$ cat src/bmm_pkg.sv
// Shared types and constants of the barcode molecule merger.
`default_nettype none
package bmm_pkg;

  localparam int POS_W     = 31;
  localparam int BC_W      = 32;
  localparam int READS_W   = 16;
  localparam int COV_Q_W   = 32;
  localparam int LEN_W     = POS_W + 1;
  localparam int Q_FRAC    = 16;
  localparam int COV_MUL_W = 8;
  localparam int COV_B_W   = READS_W + COV_MUL_W;
  localparam int COV_W     = COV_B_W + Q_FRAC;
  localparam int PROD_W    = COV_Q_W + POS_W;

  localparam logic [COV_MUL_W-1:0] COV_PER_READ = 8'd180;
  localparam logic [READS_W-1:0]   READS_MAX    = 16'hFFFF;

  // Configuration register indexes
  localparam int CFG_IDX_W = 3;
  localparam logic [CFG_IDX_W-1:0] REG_EXT_GAP    = 3'd0;
  localparam logic [CFG_IDX_W-1:0] REG_MOL_EXT    = 3'd1;
  localparam logic [CFG_IDX_W-1:0] REG_MIN_READS  = 3'd2;
  localparam logic [CFG_IDX_W-1:0] REG_MIN_COV_Q  = 3'd3;
  localparam logic [CFG_IDX_W-1:0] REG_MAX_COV_Q  = 3'd4;
  localparam logic [CFG_IDX_W-1:0] REG_MIN_LENGTH = 3'd5;
  localparam int CFG_DATA_W = 32;

  localparam logic [POS_W-1:0]   RST_EXT_GAP    = 31'd20000;
  localparam logic [POS_W-1:0]   RST_MOL_EXT    = 31'd20000;
  localparam logic [READS_W-1:0] RST_MIN_READS  = 16'd4;
  localparam logic [COV_Q_W-1:0] RST_MIN_COV_Q  = 32'd0;
  localparam logic [COV_Q_W-1:0] RST_MAX_COV_Q  = 32'hFFFF_FFFF;
  localparam logic [POS_W-1:0]   RST_MIN_LENGTH = 31'd1000;

  localparam int QUEUE_DEPTH = 4;
  localparam int QUEUE_AW    = $clog2(QUEUE_DEPTH);
  localparam int QUEUE_CW    = $clog2(QUEUE_DEPTH + 1);

  typedef struct packed {
    logic [POS_W-1:0]   ext_gap;
    logic [POS_W-1:0]   mol_ext;
    logic [READS_W-1:0] min_reads;
    logic [COV_Q_W-1:0] min_cov_q;
    logic [COV_Q_W-1:0] max_cov_q;
    logic [POS_W-1:0]   min_length;
  } cfg_t;

  typedef struct packed {
    logic [POS_W-1:0]   start;
    logic [POS_W-1:0]   stop;
    logic [BC_W-1:0]    barcode;
    logic [READS_W-1:0] reads;
  } mol_t;

  // Molecules closed by one read: the one closed on arrival, then the one
  // flushed by the last-read flag.
  typedef struct packed {
    logic a_valid;
    mol_t a;
    logic b_valid;
    mol_t b;
  } pair_t;

endpackage
`default_nettype wire

$ cat src/bmm_queue.sv
// Short queue of closed molecule pairs between the front and back ends.
`default_nettype none
module bmm_queue (
  input  logic           clk,
  input  logic           rst,
  input  logic           push,
  input  bmm_pkg::pair_t push_data,
  output logic           full,
  output logic           head_valid,
  output bmm_pkg::pair_t head,
  input  logic           pop
);
  import bmm_pkg::*;

  pair_t               entries [QUEUE_DEPTH];
  logic [QUEUE_AW-1:0] wr_ptr;
  logic [QUEUE_AW-1:0] rd_ptr;
  logic [QUEUE_CW-1:0] count;

  assign full       = (count == QUEUE_CW'(QUEUE_DEPTH));
  assign head_valid = (count != '0);
  assign head       = entries[rd_ptr];

  always_ff @(posedge clk) begin
    if (rst) begin
      wr_ptr <= '0;
      rd_ptr <= '0;
      count  <= '0;
    end else begin
      if (push) begin
        wr_ptr <= wr_ptr + 1'b1;
      end
      if (pop) begin
        rd_ptr <= rd_ptr + 1'b1;
      end
      if (push && !pop) begin
        count <= count + 1'b1;
      end else if (pop && !push) begin
        count <= count - 1'b1;
      end
    end
    if (push) begin
      entries[wr_ptr] <= push_data;
    end
  end

endmodule
`default_nettype wire

$ cat config.mk
export PLATFORM = sky130hd
export DESIGN_NAME = bmm_queue
export DESIGN_NICKNAME = d
export VERILOG_FILES = /design/src/bmm_pkg.sv /design/src/bmm_queue.sv
export SDC_FILE = /design/constraint.sdc
export NUM_CORES = 1
export LEC_CHECK = 0
export BUFFER_PORTS_ARGS = -buffer_cell sky130_fd_sc_hd__buf_2
export CAP_MARGIN = 20
export CELL_PAD_IN_SITES_DETAIL_PLACEMENT = 0
export CELL_PAD_IN_SITES_GLOBAL_PLACEMENT = 1
export CORE_UTILIZATION = 39
export DETAILED_ROUTE_END_ITERATION = 8
export GPL_TIMING_DRIVEN = 0
export PLACE_DENSITY = 0.69
export REMOVE_ABC_BUFFERS = 1
export SLEW_MARGIN = 10
export SYNTH_ARGS = -nofsm -noshare
export SYNTH_HDL_FRONTEND = slang
export SYNTH_SLANG_ARGS = --single-unit
$ cat constraint.sdc
create_clock -name clk -period 11.7 [get_ports clk]
set_clock_uncertainty 0.2 [all_clocks]
set_input_delay 2.34 -clock clk [delete_from_list [all_inputs] [get_ports clk]]
set_output_delay 2.34 -clock clk [all_outputs]
set_load 0.005 [all_outputs]
After elaboration in Yosys (flattened, before gate mapping):

Memory sizes are Yosys's and may differ from the RTL's. A register that Yosys moved wholly into a read port is not among the register bits.
Cells that the tools add are included.

* bitwise gates (word level): 0
* mux-type cells: 6
* shift-type cells: 0
* order comparisons: 0
* $add $sub $neg: 4
* multipliers: 0
* reductions and logical operators: 6
* equal/unequal tests: 1
* div/mod/pow operators: 0

Operators with widths (number)
* $mux 3: 2
* $add 2x1->2 const B: 2
* $mux 2: 2
* $add 3x1->3 const B: 1
* $eq 3x3->1 const B: 1
* $reduce_bool 3->1: 1
* $sub 3x1->3 const B: 1
* $logic_and 1x1->1: 2
* $logic_not 1->1: 2
* $mux 1: 2
* $reduce_bool 2->1: 1

* memory bits (read-only): 0
* memories: 1
* word-level logic and storage cells: 21
* RAM bits: 888
* bits of input ports: 226
* bits in latches: 0
* output and inout port bits: 224
* bits in registers: 7

Memories
* entries: words 4, bits a word 222, rd ports 1, clocked after Yosys merged registers in 1, write ports 1, RTL line bmm_queue.sv:15 `pair_t entries [QUEUE_DEPTH];`

Depth between registers and ports, before layout:

* word-level depth: 4
* gate-level depth with buffers: 7
* gate-level depth less buffers: 7

Worst setup path after synthesis:

No wires, ideal clock.

* path type: in2reg
* start: input push
* end: memory entries[0][0] (netlist name), enable pin
* stages: 1
* buffers on the path: 0
* setup time: 609 ps
* data required time: 10891 ps
* setup slack: 3523 ps
* arrival: 7368 ps
* cells stage by stage: and2_1

* cells in the longest elaborated chain, start to end: 2

Ends and longest elaborated chain
* start: declaration: RTL line bmm_queue.sv:6 `input logic push,`
* $mux 1: RTL line bmm_queue.sv:42 `if (push) begin`
* $mux 1 (implied by the code): RTL line bmm_queue.sv:43 `entries[wr_ptr] <= push_data;`
* end: declaration: RTL line bmm_queue.sv:15

No other way between the ends.

==> impl_metrics.yaml <==
setup_path:
  cp_slowest_cell: "dfxtp_4"
  worstPathArrival_ns: 2.92
  worstPathCellList: "buf_16 -> buf_16 -> mux4_2 -> buf_2"
  path_buf_inv: 3
  crit_required_ns: 9.16
  cp-start-kind: "register"
  cp-end-kind: "output pin"
  slowest_delay_ns: 0.84
  timing.critical_path.mode_cell: "buf_16"
  worstSetupPathType: "reg2out"
  cp_top_family: "flip-flops"
  path_max_fanout: 35
clock_tree:
  cts_tree: "done"
  ctsHoldBuffers: 0
  clk_latency_ns: 0.63
  clock-sinks: 897
  h-tree-depth: 3
  cts-root-buf: "clkbuf_16"
  cts_buffer_depth: 3
  cts_resized: 0
  cts_setup_buffers: 0
  tritoncts.num_buffers: 94
  clk_pin_slew_ns: 0.06
layout:
  fin_nets: 1961
  area_delta_synth_final_pct: 22.0
  finish.utilization: 0.482
  final_cell_mix: "edfxtp_1 (888), buf_2 (449), mux4_2 (222)"
  final_common_cell: "edfxtp_1"
  final_layout_size_suffix_gt1_frac: 0.470
  final_cell_count_no_fill: 2882
power_and_ir_drop:
  leakagePower_nw: 13.2
  comb_power_share: 0.088
  pwr-share-seq: 0.508
  p_switching_w: 0.00158
  power.share.switching: 0.215
  internal_power_w: 0.00577
  ir_drop_mv: 0.129
  powerDensity_nw_per_um2: 185
  clockPowerShare: 0.404
die:
  io_pins: 450
  fp.dieH_um: 291
  die_area_um2: 84400
  std_cell_rows: 105
  initial_utilization: 0.395
  core_um2: 82200
  die_x_um: 291
synth:
  syn_avg_cell_area_um2: 27.0
  synth_area_leader_cell: "edfxtp_1"
  synthTopCellsByArea: "edfxtp_1 (82%), mux4_2 (15%), buf_6 (0.73%)"
  synth-seq-cells: 897
  ys_types: 19
  synthCells: 1204
  synth_top_cell_area_share: 0.821
  yosysWarnings: 0
  yosysSeqAreaShare: 0.827
  syn_area_um2: 32500
timing:
  setup_viol: 0
  finalCritPeriodShare: 0.466
  max_freq_mhz: 183
  worstMarginPinSlew_ns: 0.761
  finalMaxSlewViolations: 0
  fin_crit_ns: 5.46
  rsz0062_at_grt: "false"
  holdWs_ns: 0.301
  hold_viol_final: 0
  slew_headroom: 0.492
flow_run:
  max_cap_violations: 0
route:
  routed_wl_um: 64500
  drc: 0
  route.vias.total: 14500
  first_pass_iters: 5
  drtAntennaViolNets: 0
  wl_per_cell_um: 22.4
  viasPerCell: 5.04
  drt_iter0_drc: 790
worst_hold_path:
  hold_class: "reg2reg"
placement:
  dp.cells: 2703
  place_congestion: 0.709
  portBuffers: 449
  dp_hpwl_um: 40500
global_routing:
  grt_max_degree: 51
  grt_pass1_wl_um: 97100
  grt_usage: 0.153
  overflow: 0
  grt_pass1_vias: 15400
  antenna_found_initial: 16
status:
  status: "finished, final reports clean"
## synth_stat cells
library cell and n:
dfxtp_1 9, xor2_1 3, and2_1 4, nor2_1 7
nor3b_1 1, mux2i_1 2, nand2_1 1, or3_1 2
inv_1 4, edfxtp_1 888, a21oi_1 1, buf_2 24
fa_1 1, xnor2_1 2, ha_1 5, mux4_2 222
o21ai_0 1, buf_6 21, clkbuf_1 6
## power by group through the flow
stage / Combinational [W] / Sequential (W) / Clock, W
after CTS: 0.000667 / 0.00373 / 0.00306
after detailed placement: 0.000665 / 0.00380 / 0
after global routing: 0.000696 / 0.00374 / 0.00318
after floorplan: 0.000366 / 0.00387 / 0
final: 0.000645 / 0.00373 / 0.00297
after global placement: 0.000707 / 0.00393 / 0
## worst reg2reg max path: cells and delay by family (launching register included)
| family | cells | cell delay (ns) |
|---|---|---|
| DFF | 1 | 0.35 |
| adders and majority gates | 1 | 0.15 |
| and+or+nand+nor | 1 | 0.39 |
| buffers and inverters | 4 | 0.95 |
## stage by stage
stage	instance area, um^2	worst slack [ns]	setup TNS [ns]	power, W
after CTS	39600	6.08	0	0.00746
after floorplan	32100	-0.698	-154.90	0.00423
final	39600	6.24	0	0.00735
after detailed placement	36500	6.79	0	0.00447
after global routing	39600	5.98	0	0.00762
after global placement	35700	-5.70	-2291.55	0.00464
## state kept, by name (all words and copies together), names as in the netlist, named ones only
name and flops:
entries 888, count 3, wr_ptr 2, rd_ptr 2
## worst paths after layout
kind	cells after the start	startpoint	slack [ns]	endpoint
hold reg to reg	2	count[2]$_SDFFE_PP0P_	0.30	count[2]$_SDFFE_PP0P_
setup / recovery	4	register	6.24	head[24]
setup reg to reg	6	wr_ptr[0]$_SDFFE_PP0P_	9.25	entries[2][15]$_DFFE_PP_
hold / removal	2	count[2]$_SDFFE_PP0P_	0.30	count[2]$_SDFFE_PP0P_
## cells by family after synthesis
family | synth area share
AOI/OAI and AO/OA | 0.000308
DFF | 0.827
adders and majority gates | 0.00254
and+or+nand+nor | 0.00231
xor gates and xnor gates | 0.00135
buffers and inverters | 0.0121
muxes | 0.155
## final cells by class
type	instances	area (um^2)
well taps	1070	1340
clock buffers	108	2450
fillers	6705	42600
clock inverters	65	678
multi-input cells	252	5240
inverters	4	15.0
diodes	6	15.0
repair buffers	480	3040
flip-flops and latches	897	26900
## layer usage
metal | up-vias | GRT usage | wire (um) | part of all wire
met5 | - | 0 | 112 | 0.0017
met4 | 18 | 0.0523 | 1520 | 0.024
met3 | 117 | 0.0480 | 4730 | 0.073
met2 | 411 | 0.254 | 32700 | 0.51
met1 | 7660 | 0.189 | 25500 | 0.39
li1 | 6324 | - | - | -
Note: power is estimated with default switching activity, not from simulation.
