[src/bmm_pkg.sv]
// Shared types and constants of the barcode molecule merger.
`default_nettype none
package bmm_pkg;

  localparam int POS_W     = 31;
  localparam int BC_W      = 32;
  localparam int READS_W   = 16;
  localparam int COV_Q_W   = 32;
  localparam int LEN_W     = POS_W + 1;
  localparam int Q_FRAC    = 16;
  localparam int COV_MUL_W = 8;
  localparam int COV_B_W   = READS_W + COV_MUL_W;
  localparam int COV_W     = COV_B_W + Q_FRAC;
  localparam int PROD_W    = COV_Q_W + POS_W;

  localparam logic [COV_MUL_W-1:0] COV_PER_READ = 8'd180;
  localparam logic [READS_W-1:0]   READS_MAX    = 16'hFFFF;

  // Configuration register indexes
  localparam int CFG_IDX_W = 3;
  localparam logic [CFG_IDX_W-1:0] REG_EXT_GAP    = 3'd0;
  localparam logic [CFG_IDX_W-1:0] REG_MOL_EXT    = 3'd1;
  localparam logic [CFG_IDX_W-1:0] REG_MIN_READS  = 3'd2;
  localparam logic [CFG_IDX_W-1:0] REG_MIN_COV_Q  = 3'd3;
  localparam logic [CFG_IDX_W-1:0] REG_MAX_COV_Q  = 3'd4;
  localparam logic [CFG_IDX_W-1:0] REG_MIN_LENGTH = 3'd5;
  localparam int CFG_DATA_W = 32;

  localparam logic [POS_W-1:0]   RST_EXT_GAP    = 31'd20000;
  localparam logic [POS_W-1:0]   RST_MOL_EXT    = 31'd20000;
  localparam logic [READS_W-1:0] RST_MIN_READS  = 16'd4;
  localparam logic [COV_Q_W-1:0] RST_MIN_COV_Q  = 32'd0;
  localparam logic [COV_Q_W-1:0] RST_MAX_COV_Q  = 32'hFFFF_FFFF;
  localparam logic [POS_W-1:0]   RST_MIN_LENGTH = 31'd1000;

  localparam int QUEUE_DEPTH = 4;
  localparam int QUEUE_AW    = $clog2(QUEUE_DEPTH);
  localparam int QUEUE_CW    = $clog2(QUEUE_DEPTH + 1);

  typedef struct packed {
    logic [POS_W-1:0]   ext_gap;
    logic [POS_W-1:0]   mol_ext;
    logic [READS_W-1:0] min_reads;
    logic [COV_Q_W-1:0] min_cov_q;
    logic [COV_Q_W-1:0] max_cov_q;
    logic [POS_W-1:0]   min_length;
  } cfg_t;

  typedef struct packed {
    logic [POS_W-1:0]   start;
    logic [POS_W-1:0]   stop;
    logic [BC_W-1:0]    barcode;
    logic [READS_W-1:0] reads;
  } mol_t;

  // Molecules closed by one read: the one closed on arrival, then the one
  // flushed by the last-read flag.
  typedef struct packed {
    logic a_valid;
    mol_t a;
    logic b_valid;
    mol_t b;
  } pair_t;

endpackage
`default_nettype wire

[src/bmm_front.sv]
// Front end: merges incoming reads into the open molecule and closes molecules.
`default_nettype none
module bmm_front (
  input  logic                          clk,
  input  logic                          rst,
  input  bmm_pkg::cfg_t                 cfg,
  input  logic                          in_valid,
  output logic                          in_ready,
  input  logic [bmm_pkg::BC_W-1:0]      barcode,
  input  logic [bmm_pkg::POS_W-1:0]     read_start,
  input  logic [bmm_pkg::POS_W-1:0]     read_end,
  input  logic                          is_last,
  output logic                          push,
  output bmm_pkg::pair_t                push_data,
  input  logic                          queue_full
);
  import bmm_pkg::*;

  logic               open_valid;
  logic               group_multi;
  logic [BC_W-1:0]    open_barcode;
  logic [POS_W-1:0]   open_start;
  logic [POS_W-1:0]   open_end;
  logic [READS_W-1:0] open_reads;

  logic               accept;
  logic               same;
  logic [LEN_W-1:0]   gap_diff;
  logic [LEN_W-1:0]   ext_sum;
  logic               merge;
  logic [READS_W-1:0] reads_inc;
  logic [POS_W-1:0]   start_next;
  logic [READS_W-1:0] reads_next;

  assign in_ready = !queue_full;
  assign accept   = in_valid && in_ready;
  assign same     = open_valid && (barcode == open_barcode);

  // Merge when the gap to the molecule end is small, or the read starts
  // inside the extension window from the molecule start.
  assign gap_diff  = {1'b0, read_start} - {1'b0, open_end};
  assign ext_sum   = {1'b0, open_start} + {1'b0, cfg.mol_ext};
  assign merge     = ($signed(gap_diff) < $signed({1'b0, cfg.ext_gap})) ||
                     (ext_sum > {1'b0, read_start});
  assign reads_inc = (open_reads == READS_MAX) ? open_reads : open_reads + 1'b1;

  assign start_next = (same && merge) ? open_start : read_start;
  assign reads_next = (same && merge) ? reads_inc : READS_W'(1);

  always_comb begin
    push_data.a_valid   = open_valid && (same ? !merge : group_multi);
    push_data.a.start   = open_start;
    push_data.a.stop    = open_end;
    push_data.a.barcode = open_barcode;
    push_data.a.reads   = open_reads;
    push_data.b_valid   = is_last && same;
    push_data.b.start   = start_next;
    push_data.b.stop    = read_end;
    push_data.b.barcode = barcode;
    push_data.b.reads   = reads_next;
  end

  assign push = accept && (push_data.a_valid || push_data.b_valid);

  always_ff @(posedge clk) begin
    if (rst) begin
      open_valid  <= 1'b0;
      group_multi <= 1'b0;
    end else if (accept) begin
      open_valid  <= !is_last;
      group_multi <= same && !is_last;
    end
    if (accept) begin
      open_barcode <= barcode;
      open_start   <= start_next;
      open_end     <= read_end;
      open_reads   <= reads_next;
    end
  end

endmodule
`default_nettype wire

[config.mk]
export PLATFORM = sky130hd
export DESIGN_NAME = bmm_front
export DESIGN_NICKNAME = d
export VERILOG_FILES = /design/src/bmm_pkg.sv /design/src/bmm_front.sv
export SDC_FILE = /design/constraint.sdc
export NUM_CORES = 1
export LEC_CHECK = 0
export CAP_MARGIN = 20
export CORE_AREA = 2 2 194 196
export DETAILED_ROUTE_END_ITERATION = 10
export DIE_AREA = 0 0 196 198
export DONT_BUFFER_PORTS = 1
export PLACE_DENSITY = 0.42
export SETUP_SLACK_MARGIN = 0.4
export SYNTH_ARGS = -nofsm -noshare
export SYNTH_HDL_FRONTEND = slang
export SYNTH_SLANG_ARGS = --single-unit
[constraint.sdc]
create_clock -name clk -period 12.94 [get_ports clk]
set_input_delay 1.941 -clock clk [delete_from_list [all_inputs] [get_ports clk]]
set_output_delay 1.941 -clock clk [all_outputs]
set_load 0.03 [all_outputs]
## Yosys cells after proc, flatten, opt, wreduce, memory -nomap -nowiden

Cells that the tools add are included.

- Input bits: 272
- Latch bits: 0
- Output and inout port bits: 224
- Word-level logic and storage cells: 29
- Memories kept: 0
- Register bits after elaboration: 112
- Memory bits (writable): 0
- ROM bits: 0

- Div/mod/pow operators: 0
- Bitwise logic cells: 0
- $mul: 0
- Magnitude comparators: 2
- Shifts and indexed selects: 0
- Reduce and logical (&&, ||, !) cells: 12
- Equality and inequality tests: 2
- Muxes and demuxes: 4
- Add/subtract/negate cells: 3

Operator list:

| kind | count |
|---|---|
| 31-bit by 31-bit adder with 32-bit output | 1 |
| 32-bit equality test | 1 |
| 32-bit by 31-bit greater-than comparator with 1-bit output | 1 |
| 32-bit less-than comparator | 1 |
| 16-bit two-way mux | 2 |
| 31-bit by 31-bit subtractor with 32-bit output | 1 |
| 31-bit two-way mux | 1 |
| 16-bit by 1-bit adder with 16-bit output, second input constant | 1 |
| 16-bit equality test, second input constant | 1 |
| 1-bit logical AND | 7 |
| 1-bit logical NOT | 3 |
| 1-bit logical OR | 2 |
| 1-bit two-way mux | 1 |

## Longest topological paths before layout

- Depth after elaboration: 8
- Gate-level depth with buffers: 23
- Depth with buffers taken out: 21

## Worst setup path after synthesis

Ideal clock, no wire load.

- Path type: input port to output port
- Start point: in read_start[0] in the netlist's numbering
- End point: out push
- Required time: 10999 ps
- Stages: 22
- Arrival time: 6598 ps
- Path buffers: 2
- Path slack: 4401 ps
- Path through: inv_1 -> ha_1 -> inv_1 -> fa_1 -> a211oi_1 -> o211ai_1 -> nand2_1 -> a31oi_1 -> a31oi_1 -> o21ai_0 -> a211oi_1 -> xnor2_1 -> ha_1 -> nand2_1 -> or3_1 -> nor3_1 -> o21ai_0 -> a211oi_1 -> a21boi_2 -> buf_6 -> buf_6 -> a221oi_1

- Longest elaborated chain between the ends: 8
- Elaborated cells on any way between the ends: 9
- Classes of those cells: add/sub (1); order compare (2); mux (1); reduce/logical (5)

RTL lines:

| what | line | source |
|---|---|---|
| start: declaration | bmm_front.sv:10 | `input logic [bmm_pkg::POS_W-1:0] read_start,` |
| 31-bit by 31-bit subtractor with 32-bit output | bmm_front.sv:41 | `assign gap_diff = {1'b0, read_start} - {1'b0, open_end};` |
| 32-bit less-than comparator | bmm_front.sv:43 | `assign merge = ($signed(gap_diff) < $signed({1'b0, cfg.ext_gap})) \|\|` |
| 1-bit logical OR (*) | bmm_front.sv:43 |  |
| 1-bit logical NOT (*) | bmm_front.sv:51 | `push_data.a_valid = open_valid && (same ? !merge : group_multi);` |
| 1-bit two-way mux (*) | bmm_front.sv:51 |  |
| 1-bit logical AND (*) | bmm_front.sv:51 |  |
| 1-bit logical OR (*) | bmm_front.sv:63 | `assign push = accept && (push_data.a_valid \|\| push_data.b_valid);` |
| 1-bit logical AND (*) | bmm_front.sv:63 |  |
| end: declaration | bmm_front.sv:13 | `output logic push,` |

Mark *: on every way between the ends. The rest lies on a longest branch, timed or not.

## Worst setup path in the final report

Same ends and word-level chain as after synthesis.

==> run_results.csv <==
group,metric,value,unit
setup_path,worstSetupEndpointType,"output pin",
sta,finalCriticalPeriod,10.23,ns
sta,finalCritPeriodShare,0.791,
floorplanning,core_area,37000,sq um
synth,synth.top_cell.area_share,0.335,
clock_network,clk_latency,0.41,ns
grt,grt_pass1_wl,44.3,mm
sta,rsz0062_at_grt,"no",
synth,synth-seq-cells,112,
drt,antenna_left,0,
floorplanning,initial_utilization,0.267,
setup_path,cp_max_fo,20,
setup_path,cp_cell_sequence,"inv_1 -> ha_1 -> inv_1 -> fa_1 -> a211oi_1 -> o211ai_1 -> nand2_1 -> a31oi_1 -> a31oi_1 -> o21ai_0 -> a211oi_1 -> xnor2_1 -> ha_1 -> nand2_1 -> or3_1 -> nor3_1 -> o21ai_0 -> a211oi_1 -> a21boi_4 -> a221oi_1",
drt,drt_iter0_markers,364,
clock_network,cts_hold_buffers,0,
min_path,hp-class,"register to register",
clock_network,clk_pin_slew,0.09,ns
synth,synthTopCellsByArea,"edfxtp_1 (34%), ha_1 (16%), buf_4 (5.0%), xnor2_1 (4.8%), inv_1 (4.6%)",
setup_path,cp_common_cell,"a211oi_1",
drt,vias_per_cell,4.97,
drt,drt-total-wl,30.1,mm
clock_network,cts_made_buffers,9,
sta,timing.final.ws_setup,2.71,ns
setup_path,crit_slowest_cell,"a221oi_1",
layout,nNetsFinal,1359,
layout,drive_gt1_frac,0.0642,
floorplanning,die_w,196,microns
placement,gp_congestion,0.833,
drt,drc_errors,0,
pwr,peakVddDrop,92.6,uV
sta,slew_headroom,0.303,
synth,async_flop_share,0,
floorplanning,die_h,198,microns
outcome,outcome,"finished, final reports clean",
drt,wl_per_cell,20.9,microns
layout,synthToLayoutAreaGrowth,4.16,%
job,cap_viol_max_count,0,
clock_network,cts.sinks,112,
setup_path,cp_data_required_time,11.00,ns
synth,synth-main-ff-cell,"edfxtp_1",
drt,vias,7160,
synth,yosys.area.top_type,"edfxtp_1",
floorplanning,dieArea,38800,sq um
grt,grt_pass1_vias,7417,
clock_network,cts_resized,0,
placement,place_ws,2.41,ns
drt,first_pass_iters,7,
synth,synth_edf_count,110,
sta,fin_worst_skew,0.0212,ns
synth,synth_warnings,0,
clock_network,clockBufferDepth,2,
grt,overflow,0,
pwr,p_leak,4.18,nW
clock_network,cts_setup_buffers,0,
synth,syn_area_per_cell,9.66,sq um
synth,netlist_area,9860,sq um
floorplanning,io_pins,496,
placement,place_hpwl,25.2,mm
setup_path,worst-setup-path-type,"input port to output pin",
sta,hold_violations,0,
grt,grt_max_degree,61,
pwr,power.density,112,nW/um^2
sta,fin_setup_tns,0,ns
placement,io_buffers,0,
setup_path,cpPeakStageDelay,1.03,ns
floorplanning,rows,71,
clock_network,cts_tree,"done",
synth,yosysUniqueCellTypes,68,
clock_network,cts_max_level,3,
sta,finalSetupViolCount,0,
setup_path,cp_data_arrival_time,8.29,ns
sta,tightest_slew,1.02,ns
setup_path,cp.buffers_inverters,2,
synth,synth_seq_area_share,0.339,
sta,fmax,97.7,MHz
setup_path,critPathTopFamily,"compound AO/OA/AOI/OAI gates",
setup_path,start_kind,"input port",
synth,syn_nets,1418,
clock_network,cts-root-buf,"clkbuf_16",
synth,syn_inst,1020,
sta,slew_violations,0,
grt,track_usage,0.154,
grt,antenna_found_initial,1,
==> metrics by stage <==
stage	cell area [sq um]	utilization	hold WS (ns)	total power, mW	std cells
finish	10300	0.278	0.472	1.15	1441
global route	10300	0.278	0.503	1.23	1441
global placement	9950	0.269	0.455	0.849	1424
detailed placement	9950	0.269	0.462	0.850	1424
CTS	10300	0.278	0.475	1.17	1440
floorplan	9860	-	0.439	0.798	1020
==> routing by layer <==
metal | GRT usage | wire [microns] | vias to the layer above
li1 | - | - | 3528
met1 | 0.186 | 13000 | 3337
met2 | 0.257 | 14300 | 268
met3 | 0.0509 | 2220 | 27
met4 | 0.0527 | 582 | 0
met5 | 0 | 0 | -
==> area by class of cell <==
class                   instances  area (sq um)
repair buffers                  3          22.5
diodes                          1          2.50
fillers                      3925         26700
clock inverters                 7          91.3
flip-flops and latches        112          3340
multi-input cells             715          5540
clock buffers                   9           225
inverters                     120           453
well taps                     474           593
==> where the power goes <==
group	internal (mW)	switching (mW)	leakage [nW]	total (mW)
registers	0.424	0.0633	1.05	0.488
clock network	0.141	0.168	0.154	0.309
logic	0.146	0.204	2.97	0.350
==> Yosys cell counts (all sizes together) (13+ instances only) <==
library cell and number:
nand4 18, o21a 15, edfxtp 110, xnor2 54, xor2 38, nor2 34
nand3 27, mux2 32, a21o 23, a211oi 19, inv 120, a21oi 62
nand2 58, o21ai 50, and2 18, nand2b 13, ha 124, buf 69
==> path summary, 6_finish.rpt <==
kind	start	to	slack, ns	cells past startpoint
worst max-delay path	read_start[0]	push	2.71	20
worst min register to register	group_multi	group_multi	0.47	2
worst min-delay path	group_multi	group_multi	0.47	2
worst max register to register	open_start[0]	open_reads[1]	5.72	21
==> cell usage in the layout, fill, tap and decap left out, drive strengths merged, types with 15 or more instances in the layout <==
cell / count
nand4: 18
and2: 18
nand2: 58
a21o: 23
xnor2: 54
ha: 124
edfxtp: 110
a211oi: 19
xor2: 38
inv: 124
mux2: 32
nand3: 27
nor2: 34
o21ai: 50
o21a: 15
a21oi: 62
==> worst min-delay path, stage by stage, from the launching register on <==
cell and delay, ns:
dfxtp_1 0.33, nand2_1 0.06, a21oi_1 0.05
==> kinds of logic (layout without fill, tap and decap cells) <==
family	count (synthesis)	count (layout)	synth area share
AOI/OAI and AO/OA	235	235	0.156
and+or+nand+nor	228	228	0.123
buffers and inverters	193	139	0.0999
adders and majority gates	126	126	0.161
DFF	112	112	0.339
xor gates and xnor gates	92	92	0.0818
muxes	34	34	0.0386
other	0	1	0
==> sequential cells by signal, indices dropped and copies added (netlist names) <==
signal        count
open_start       31
open_valid        1
open_barcode     32
group_multi       1
open_end         31
open_reads       16
Note: power is estimated with default switching activity, not from simulation.
